**config.mk**
```make
export PLATFORM = sky130hd
export DESIGN_NAME = front_panel_button_led_controller_top
export DESIGN_NICKNAME = d
export VERILOG_FILES = /design/src/sv/fpbl_pkg.sv /design/src/sv/fpbl_core.sv /design/src/sv/front_panel_button_led_controller_top.sv
export VERILOG_INCLUDE_DIRS = /design/src /design/src/sv
export SDC_FILE = /design/constraint.sdc
export NUM_CORES = 1
export LEC_CHECK = 0
export ABC_AREA = 0
export BUFFER_PORTS_ARGS = -buffer_cell sky130_fd_sc_hd__buf_4
export CORE_ASPECT_RATIO = 0.5
export CORE_MARGIN = 2
export CORE_UTILIZATION = 46
export DETAILED_ROUTE_END_ITERATION = 8
export PLACE_DENSITY = 0.59
export REMOVE_ABC_BUFFERS = 1
export SLEW_MARGIN = 0
export SYNTH_ARGS = -nofsm -noshare
export SYNTH_HDL_FRONTEND = slang
export SYNTH_SLANG_ARGS = --single-unit
```
**constraint.sdc**
```tcl
create_clock -name clk_i -period 7.4 [get_ports clk_i]
set_input_delay 0.37 -clock clk_i [delete_from_list [all_inputs] [get_ports clk_i]]
set_output_delay 0.37 -clock clk_i [all_outputs]
set_load 0.02 [all_outputs]
```
**src/sv/front_panel_button_led_controller_top_assert.svh**
```systemverilog
// Assertion macros for the front-panel controller.
// Both expect clk_i and rst_ni in scope at the point of use.
`ifndef FRONT_PANEL_BUTTON_LED_CONTROLLER_TOP_ASSERT_SVH
`define FRONT_PANEL_BUTTON_LED_CONTROLLER_TOP_ASSERT_SVH

`ifndef SYNTHESIS

`define FPBL_ASSERT(lbl, prop, msg) \
  lbl: assert property (@(posedge clk_i) disable iff (!rst_ni) (prop)) else $error(msg);

`define FPBL_ASSERT_NEXT(lbl, ante, cons, msg) \
  lbl: assert property (@(posedge clk_i) disable iff (!rst_ni) (ante) |=> (cons)) \
    else $error(msg);

`else

`define FPBL_ASSERT(lbl, prop, msg)

`define FPBL_ASSERT_NEXT(lbl, ante, cons, msg)

`endif

`endif

```
**src/sv/fpbl_pkg.sv**
```systemverilog
`timescale 1ns / 1ps
`default_nettype none

package fpbl_pkg;

  localparam int unsigned NumBtn    = 6;
  localparam int unsigned NumChan   = 3;
  localparam int unsigned NumTgt    = 4;
  localparam int unsigned UpBit     = 6;
  localparam int unsigned DownBit   = 7;
  localparam int unsigned SpeedSlot = 3;

  localparam logic [6:0] HoldTicksReset = 7'd32;

  typedef enum logic [2:0] {
    OP_TICK       = 3'd0,
    OP_WR_BYTE    = 3'd1,
    OP_WR_STOP    = 3'd2,
    OP_RD_PRESSED = 3'd3,
    OP_RD_HELD    = 3'd4
  } op_e;

  typedef struct packed {
    logic [2:0] op;
    logic [5:0] buttons_n;
    logic       scroll_cw;
    logic       scroll_ccw;
    logic [7:0] wr_data;
  } fpbl_in_t;

  typedef struct packed {
    logic [7:0] rd_data;
    logic [7:0] red_level;
    logic [7:0] green_level;
    logic [7:0] blue_level;
  } fpbl_out_t;

endpackage

`default_nettype wire

```
**src/sv/fpbl_core.sv**
```systemverilog
`timescale 1ns / 1ps
`default_nettype none

module fpbl_core
  import fpbl_pkg::*;
(
  input  wire logic      clk_i,
  input  wire logic      rst_ni,
  input  wire logic      en_i,
  input  wire fpbl_in_t  req_i,
  input  wire logic      cfg_we_i,
  input  wire logic [6:0] cfg_data_i,
  output fpbl_out_t      rsp_o
);

  logic [6:0]             hold_q, hold_d;
  logic [NumBtn-1:0]      prev_down_q, prev_down_d;
  logic [6:0]             cnt_q [NumBtn];
  logic [6:0]             cnt_d [NumBtn];
  logic [2:0]             up_cnt_q, up_cnt_d;
  logic [2:0]             dn_cnt_q, dn_cnt_d;
  logic [7:0]             pressed_q, pressed_d;
  logic [NumBtn-1:0]      held_q, held_d;
  logic [7:0]             tgt_q [NumTgt];
  logic [7:0]             tgt_d [NumTgt];
  logic [7:0]             lvl_q [NumChan];
  logic [7:0]             lvl_d [NumChan];
  logic [7:0]             step_q, step_d;
  logic [1:0]             slot_q, slot_d;

  logic [NumBtn-1:0]      down;
  logic [7:0]             edge_flags;
  logic [7:0]             cnt_inc [NumBtn];
  logic [7:0]             rd_data;

  // Move one step toward the target; land on it within one step or when step is 0.
  function automatic logic [7:0] ramp(input logic [7:0] cur, input logic [7:0] tgt,
                                      input logic [7:0] step);
    logic [7:0] res;
    res = tgt;
    if (step != 8'd0) begin
      if ((tgt < cur) && ((cur - tgt) > step)) begin
        res = cur - step;
      end else if ((tgt > cur) && ((tgt - cur) > step)) begin
        res = cur + step;
      end
    end
    return res;
  endfunction

  assign down = ~req_i.buttons_n;

  always_comb begin
    hold_d      = hold_q;
    prev_down_d = prev_down_q;
    up_cnt_d    = up_cnt_q;
    dn_cnt_d    = dn_cnt_q;
    pressed_d   = pressed_q;
    held_d      = held_q;
    step_d      = step_q;
    slot_d      = slot_q;
    rd_data     = 8'd0;
    edge_flags  = {2'b00, req_i.buttons_n & prev_down_q};
    for (int i = 0; i < NumBtn; i++) begin
      cnt_d[i]   = cnt_q[i];
      cnt_inc[i] = {1'b0, cnt_q[i]} + 8'd1;
    end
    for (int i = 0; i < NumTgt; i++) begin
      tgt_d[i] = tgt_q[i];
    end
    for (int i = 0; i < NumChan; i++) begin
      lvl_d[i] = lvl_q[i];
    end

    if (cfg_we_i) begin
      hold_d = cfg_data_i;
    end

    if (en_i) begin
      unique case (req_i.op)
        OP_TICK: begin
          prev_down_d = down;
          for (int i = 0; i < NumBtn; i++) begin
            if (down[i]) begin
              if (cnt_inc[i] > {1'b0, hold_q}) begin
                held_d[i] = 1'b1;
                cnt_d[i]  = hold_q;
              end else begin
                cnt_d[i] = cnt_inc[i][6:0];
              end
            end else begin
              // Release after a hold is not a press.
              if (held_q[i]) begin
                edge_flags[i] = 1'b0;
                held_d[i]     = 1'b0;
              end
              cnt_d[i] = 7'd0;
            end
          end
          // Clockwise bumps the down count, counter-clockwise the up count.
          if (req_i.scroll_cw) begin
            dn_cnt_d = dn_cnt_q + 3'd1;
          end
          if (req_i.scroll_ccw) begin
            up_cnt_d = up_cnt_q + 3'd1;
          end
          edge_flags[UpBit]   = (up_cnt_d != 3'd0);
          edge_flags[DownBit] = (dn_cnt_d != 3'd0);
          pressed_d = pressed_q | edge_flags;
          for (int i = 0; i < NumChan; i++) begin
            lvl_d[i] = ramp(lvl_q[i], tgt_q[i], step_q);
          end
        end
        OP_WR_BYTE: begin
          tgt_d[slot_q] = req_i.wr_data;
          slot_d        = slot_q + 2'd1;
        end
        OP_WR_STOP: begin
          step_d = tgt_q[SpeedSlot];
          slot_d = 2'd0;
        end
        OP_RD_PRESSED: begin
          rd_data = pressed_q;
          if ((up_cnt_q != 3'd0) && pressed_q[UpBit]) begin
            up_cnt_d = up_cnt_q - 3'd1;
          end
          if ((dn_cnt_q != 3'd0) && pressed_q[DownBit]) begin
            dn_cnt_d = dn_cnt_q - 3'd1;
          end
          pressed_d = 8'd0;
        end
        OP_RD_HELD: begin
          rd_data = {2'b00, held_q};
        end
        default: begin
        end
      endcase
    end
  end

  assign rsp_o.rd_data     = rd_data;
  assign rsp_o.red_level   = lvl_d[0];
  assign rsp_o.green_level = lvl_d[1];
  assign rsp_o.blue_level  = lvl_d[2];

  always_ff @(posedge clk_i or negedge rst_ni) begin
    if (!rst_ni) begin
      hold_q      <= HoldTicksReset;
      prev_down_q <= '0;
      up_cnt_q    <= '0;
      dn_cnt_q    <= '0;
      pressed_q   <= '0;
      held_q      <= '0;
      step_q      <= '0;
      slot_q      <= '0;
      for (int i = 0; i < NumBtn; i++) begin
        cnt_q[i] <= '0;
      end
      for (int i = 0; i < NumTgt; i++) begin
        tgt_q[i] <= '0;
      end
      for (int i = 0; i < NumChan; i++) begin
        lvl_q[i] <= '0;
      end
    end else begin
      hold_q      <= hold_d;
      prev_down_q <= prev_down_d;
      up_cnt_q    <= up_cnt_d;
      dn_cnt_q    <= dn_cnt_d;
      pressed_q   <= pressed_d;
      held_q      <= held_d;
      step_q      <= step_d;
      slot_q      <= slot_d;
      for (int i = 0; i < NumBtn; i++) begin
        cnt_q[i] <= cnt_d[i];
      end
      for (int i = 0; i < NumTgt; i++) begin
        tgt_q[i] <= tgt_d[i];
      end
      for (int i = 0; i < NumChan; i++) begin
        lvl_q[i] <= lvl_d[i];
      end
    end
  end

endmodule

`default_nettype wire

```
**src/sv/front_panel_button_led_controller_top.sv**
```systemverilog
// Channel   Direction  Handshake            Payload
// in        in         in_valid_i/in_stall_o    fpbl_in_t  (op, buttons, scroll, write byte)
// out       out        out_valid_o/out_stall_i  fpbl_out_t (read byte, RGB levels)
// cfg       in         cfg_valid_i/cfg_ready_o  hold time, 7 bits
//
// One request per cycle while the output is not stalled; a taken request passes
// through the input register, then the single-pass update into the result register.
// Reset clears all button, scroll, flag and LED state; hold time resets to 32 ticks.
// A stalled result holds the input register, which then stalls new requests.
// Configuration writes are always taken.
`timescale 1ns / 1ps
`default_nettype none
`include "front_panel_button_led_controller_top_assert.svh"

module front_panel_button_led_controller_top
  import fpbl_pkg::*;
(
  input  wire logic       clk_i,
  input  wire logic       rst_ni,
  input  wire logic       in_valid_i,
  output logic            in_stall_o,
  input  wire fpbl_in_t   in_data_i,
  output logic            out_valid_o,
  input  wire logic       out_stall_i,
  output fpbl_out_t       out_data_o,
  input  wire logic       cfg_valid_i,
  output logic            cfg_ready_o,
  input  wire logic [6:0] cfg_data_i
);

  logic      s1_valid_q, s1_valid_d;
  fpbl_in_t  s1_q;
  logic      out_valid_q, out_valid_d;
  fpbl_out_t out_q;
  fpbl_out_t rsp;
  logic      adv;
  logic      in_take;

  assign adv         = s1_valid_q && (!out_valid_q || !out_stall_i);
  assign in_stall_o  = s1_valid_q && !adv;
  assign in_take     = in_valid_i && !in_stall_o;
  assign cfg_ready_o = 1'b1;

  always_comb begin
    s1_valid_d = s1_valid_q;
    if (in_take) begin
      s1_valid_d = 1'b1;
    end else if (adv) begin
      s1_valid_d = 1'b0;
    end
    out_valid_d = out_valid_q;
    if (adv) begin
      out_valid_d = 1'b1;
    end else if (!out_stall_i) begin
      out_valid_d = 1'b0;
    end
  end

  fpbl_core u_core (
    .clk_i      (clk_i),
    .rst_ni     (rst_ni),
    .en_i       (adv),
    .req_i      (s1_q),
    .cfg_we_i   (cfg_valid_i && cfg_ready_o),
    .cfg_data_i (cfg_data_i),
    .rsp_o      (rsp)
  );

  always_ff @(posedge clk_i or negedge rst_ni) begin
    if (!rst_ni) begin
      s1_valid_q  <= 1'b0;
      out_valid_q <= 1'b0;
    end else begin
      s1_valid_q  <= s1_valid_d;
      out_valid_q <= out_valid_d;
    end
  end

  always_ff @(posedge clk_i) begin
    if (in_take) begin
      s1_q <= in_data_i;
    end
    if (adv) begin
      out_q <= rsp;
    end
  end

  assign out_valid_o = out_valid_q;
  assign out_data_o  = out_q;

  `FPBL_ASSERT(a_stall_needs_req, !in_stall_o || (out_valid_q && out_stall_i), "bad stall")
  `FPBL_ASSERT_NEXT(a_adv_loads_out, adv, out_valid_o, "advanced request left no result")
  `FPBL_ASSERT_NEXT(a_rd_zero_else,
    adv && (s1_q.op != OP_RD_PRESSED) && (s1_q.op != OP_RD_HELD),
    out_data_o.rd_data == 8'd0, "read byte nonzero on a non-read request")

endmodule

`default_nettype wire
```
# After elaboration in Yosys (flattened, before gate mapping)
# Index checks and enable logic that the tools add are counted.
op_classes:
  addsub: 23
  order_cmp: 20
  n_eq_ne: 13
  n_mux: 79
  bitwise_logic: 4
  reduce_logical: 39
op_table:
  columns: ["operator", "count"]
  rows:
  - ["$mux W7", 12]
  - ["$mux W8", 10]
  - ["$gt A8 B8 Y1", 9]
  - ["$sub A8 B8 Y8", 9]
  - ["$add A7 B1 Y8 const B", 6]
  - ["$gt A8 B7 Y1", 6]
  - ["$mux W24", 2]
  - ["$mux W1", 40]
  - ["$bwmux W32", 1]
  - ["$pmux W8 S2", 2]
  - ["$add A8 B8 Y8", 3]
  - ["$lt A8 B8 Y1", 3]
  - ["$mux W3", 8]
  - ["$reduce_and A3 Y1", 8]
  - ["$demux W8 S2", 1]
  - ["$logic_and A1 B1 Y1", 12]
  - ["$ne A2 B2 Y1 const B", 6]
  - ["$pmux W3 S2", 2]
  - ["$reduce_bool A3 Y1", 4]
  - ["$reduce_and A2 Y1", 5]
  - ["$or A8 B8 Y8", 1]
  - ["$reduce_bool A8 Y1", 1]
  - ["$add A3 B1 Y3 const B", 2]
  - ["$and A6 B6 Y6", 1]
  - ["other kinds (15)", 24]
word_totals:
  regBits: 194
  inputBits: 31
  output_inout_bits: 35
  elab_cells: 215

# Longest topological paths before layout
depth:
  depth_word: 8
  depth_mapped: 18
  mapped_depth_nobuf: 17

# Modules after synthesis
# From an unflattened synthesis, not the netlist that was laid out.
hier_totals:
  hier_cells: 1515
  hier_area_um2: 14168.6
by_module_without_submodules:
  columns: ["mod", "n_inst", "cells_per_inst", "area_each_um2", "seq_area_each_um2"]
  rows:
  - ["fpbl_core", 1, 1454, 12533.3, 3529.6]
  - ["front_panel_button_led_controller_top", 1, 61, 1635.3, 1581.5]

# Worst setup path before layout
# OpenSTA, ideal clock, no wires.
synth_timing:
  path_type: "reg-to-reg"
  from: "register u_core.lvl_q[17] in the netlist's numbering"
  to: "register out_q, in the netlist out_data_o[21], data pin"
  setup_ns: 0.272
  arrival_ns: 3.352
  required_time_ns: 7.128
  path_slack_ns: 3.776
  stages_incl_launch_ff: 16
  path_buffers: 1
  synth_period_minus_slack_ns: 3.624
  cell_sequence: "dfrtp_1 -> inv_1 -> fa_1 -> a211oi_1 -> nor2_1 -> o21a_1 -> nor2_1 -> xnor2_1 -> ha_1 -> o21ai_0 -> nor2_1 -> o311ai_1 -> buf_2 -> nor2_1 -> a311oi_1 -> o21ai_1"
synth_rtl:
  columns: ["element", "line", "rtl"]
  rows:
  - ["start, declared", "fpbl_core.sv:26", "logic [7:0] lvl_q [NumChan];"]
  - ["start signal, assigned by index", "fpbl_core.sv:181", "lvl_q[i] <= lvl_d[i];"]
  - ["end signal, assigned", "front_panel_button_led_controller_top.sv:84", "out_q <= rsp;"]
  - ["end, declared", "front_panel_button_led_controller_top.sv:34", "fpbl_out_t out_q;"]

==> summary.txt <==
Hold path
  – Hold EP: s1_q[11]
  – Hold Startpoint: in_data_i[11]
  – Worst Hold Class: input port to flip-flop
  – Hold path depth: 1

Synth
  – Primary FF master, synth: dfrtp_1
  – FF+latch count, synth: 194
  – Mapped Area: approximately 14000 µm²
  – Share of the synthesized area in the top cell type: around 25%
  – Register area share after synthesis: between 30% and 40%
  – Async set-reset flop share out of synthesis: 73.7%
  – Yosys top cell by area: dfrtp_1
  – Unique masters post-synth: 71
  – Synthesis Warnings: 0
  – Post-synth EDFFs: 51
  – Synth area leaders: dfrtp_1 25%, ha_1 16%, edfxtp_1 11%
  – Cell count after synthesis: ~1500
  – Syn Area/Cell: ~9.4 µm²

Timing
  – Tcrit/Tclk final: a little under three fifths
  – Fmax: around 240 MHz
  – Relative slew slack: between 20% and 30%
  – Max Clock Skew: 0.0124 ns
  – # setup viols final: 0
  – Setup tns final: 0 ns
  – Unrepaired setup endpoints after global routing: no
  – Max-slew violations: 0
  – Worst-Margin Slew: 1.07 ns
  – Hold Violations, Final: 0
  – Fin crit period: around 4.2 ns

Detailed routing
  – Initial DRC count: between 900 and 1000
  – Via count: approximately 12000
  – DRT antenna net count: 0
  – Residual DRC: 0
  – Via-to-Cell Ratio: slightly below 6
  – Pre-antenna DRT Iters: 5
  – DR WL/cell: a little under 20 µm
  – Final WL: just under 40 mm

CTS
  – Root buf cell: clkbuf_16
  – Num CTS Buffers: 17
  – CTS tree: yes
  – Worst-path clk slew: 0.08 ns
  – Worst-Skew Late Latency: 0.46 ns
  – Post-CTS setup buffer count: 0
  – H-tree depth: 4
  – Cts repair resizes: 0
  – # clock sinks: 194
  – Clock Tree Buf Depth: 2
  – Hold-fix buffers, CTS: 1

Power and ir drop
  – Leak Pwr: 7.34 nW
  – VDD IR max: 0.000249 V
  – Power share of the sequential group: ~23%
  – Comb pwr share: 65.2%
  – Tot Pwr: around 0.0082 W
  – Power density cells: slightly above 500 nW/µm²
  – Int Power: roughly 0.0043 W
  – Clk pwr share: roughly an eighth
  – Psw: 0.00396 W
  – Net Sw Frac: 48.2%

Floorplan
  – Die H: 130 µm
  – Die span in x: ~260 µm
  – Row count: between 40 and 50
  – Starting Density: between 40% and 50%
  – Die area: 33000 µm²
  – Ports: 66
  – Core Region: between 30000 and 40000 µm²

Worst setup path
  – Worst setup EP type: flip-flop
  – Critical Path AT: 4.33 ns
  – Reg-to-reg endpoint: out_data_o[10]
  – R2R Path Start: u_core.lvl_q[9]
  – Worst reg2reg path depth: 16
  – Crit path launch type: flip-flop
  – Critical path class: flip-flop to flip-flop
  – Critical Path Fanout Max: 7
  – Critical Path RT: 7.53 ns
  – Reg2Reg Setup Slack: ~3.2 ns
  – Crit. Startpoint: u_core.lvl_q[9]

Global routing
  – Largest net degree at the start of global routing: roughly 80
  – Global-route wire length before repair: 61.4 mm
  – Vias in the first global route: roughly 11000
  – Total grt overflow: 0
  – GRT Total Usage: 24.3%
  – Initial antenna violation count: 0

Layout
  – Fin nets: 1811
  – Share of cells above drive strength 1: under 10%
  – Diode count: 0
  – Layout area overhead: 10.4%
  – Most common cell after layout, fill and taps aside: ha_1
  – Commonest non-fill, non-tap cells in the layout: 190 x ha_1, 142 x dfrtp_1, 134 x inv_1, 105 x nor2_1, 103 x a21oi_1

Placed design
  – GP Congestion: 0.915
  – DP HPWL: 28.1 mm
  – # port buffers: 64

Flow run
  – Max Cap Violations: 0

Outcome
  – Status: completed
-- metal layers --
metal,wire (µm),GRT usage [%],part of all wire [%],up-vias
met3,1700,4.56,4.3,54
met2,18400,40.6,47,263
li1,-,-,-,5620
met5,0,0,0,-
met4,813,6.95,2.1,0
met1,18100,32.4,46,5714
-- power by group through the flow --
stage / combinational (W) / clock (W) / sequential, W
floorplan: 0.00403 / 0 / 0.00176
global placement: 0.00516 / 0 / 0.00185
detailed placement: 0.00529 / 0 / 0.00186
CTS: 0.00533 / 0.00103 / 0.00184
finish: 0.00536 / 0.00101 / 0.00185
global route: 0.00599 / 0.00108 / 0.00189
-- worst max-delay path, cell delays in order (launching register included) --
cell      delay [ns]
dfrtp_1         0.50
inv_1           0.22
ha_1            0.38
a21oi_1         0.18
o21bai_1        0.15
a21oi_1         0.19
nor2_1          0.06
nor2_1          0.12
xnor2_1         0.14
ha_1            0.27
a211o_1         0.30
o211ai_1        0.15
nand4_1         0.21
and3_1          0.34
a221o_1         0.39
o31ai_1         0.07
o221ai_1        0.22
-- logic make-up after synthesis --
| logic type | share of synthesized area (%) |
|---|---|
| compound gates | 19.0 |
| simple gates | 12.9 |
| fa+ha+maj | 18.1 |
| flops | 35.3 |
| buf+inv | 4.96 |
| xor+xnor | 4.90 |
| mux | 4.83 |
| other cells | 0.0259 |
-- sequential cells by signal, summed over array words and instances (netlist names) --
signal	cells
u_core.hold_q	7
u_core.slot_q	2
u_core.prev_down_q	6
u_core.pressed_q	8
out_valid_o	1
u_core.lvl_q	24
u_core.dn_cnt_q	3
u_core.up_cnt_q	3
u_core.step_q	8
s1_q	19
out_data_o	32
u_core.held_q	6
s1_valid_q	1
u_core.cnt_q	42
u_core.tgt_q	32
-- how the worst max path moves through the flow --
| stage | end | slack (ns) | depth (start not counted) |
|---|---|---|---|
| global route | out_data_o[10] | 2.97 | 16 |
| global placement | out_data_o[10] | 3.36 | 16 |
| detailed placement | out_data_o[10] | 3.31 | 16 |
| finish | out_data_o[10] | 3.20 | 16 |
| floorplan | out_data_o[6] | 0.97 | 6 |
| CTS | out_data_o[10] | 3.29 | 16 |
-- layout make-up --
type                    count  area (µm²)
fillers                  2842       14700
multi-input cells        1158        8670
flip-flops and latches    194        5110
repair buffers             73         554
well taps                 423         529
inverters                 134         503
clock buffers              21         462
clock inverters            11         165
-- cells in the mapped netlist (18+ instances only) --
cell type  count
a21o_1        24
mux2_2        39
ha_1         190
xor2_1        33
nor2_1       105
a21oi_1      103
inv_1        134
o21ai_1       18
mux2i_1       26
o31ai_1       29
nor2b_1       28
nand4_1       23
nand3_1       51
o21bai_1      18
a31oi_1       18
dfrtp_1      142
edfxtp_1      51
nor3_1        24
clkbuf_1      46
o21ai_0       71
xnor2_1       48
nand2_1      102
-- stage by stage --
stage	utilization (%)	worst slack, ns	hold WS, ns	std cells	cell area [µm²]
2_1_floorplan	-	0.975	0.0744	1486	14300
6_report	52.1	3.20	0.0774	2014	16000
3_3_place_gp	50.1	3.36	0.454	1981	15400
3_5_place_dp	50.1	3.31	0.461	1981	15400
4_1_cts	52.1	3.29	0.0565	2014	16000
5_1_grt	52.1	2.97	0.0528	2014	16000
Note: power is estimated with default switching activity, not from simulation.
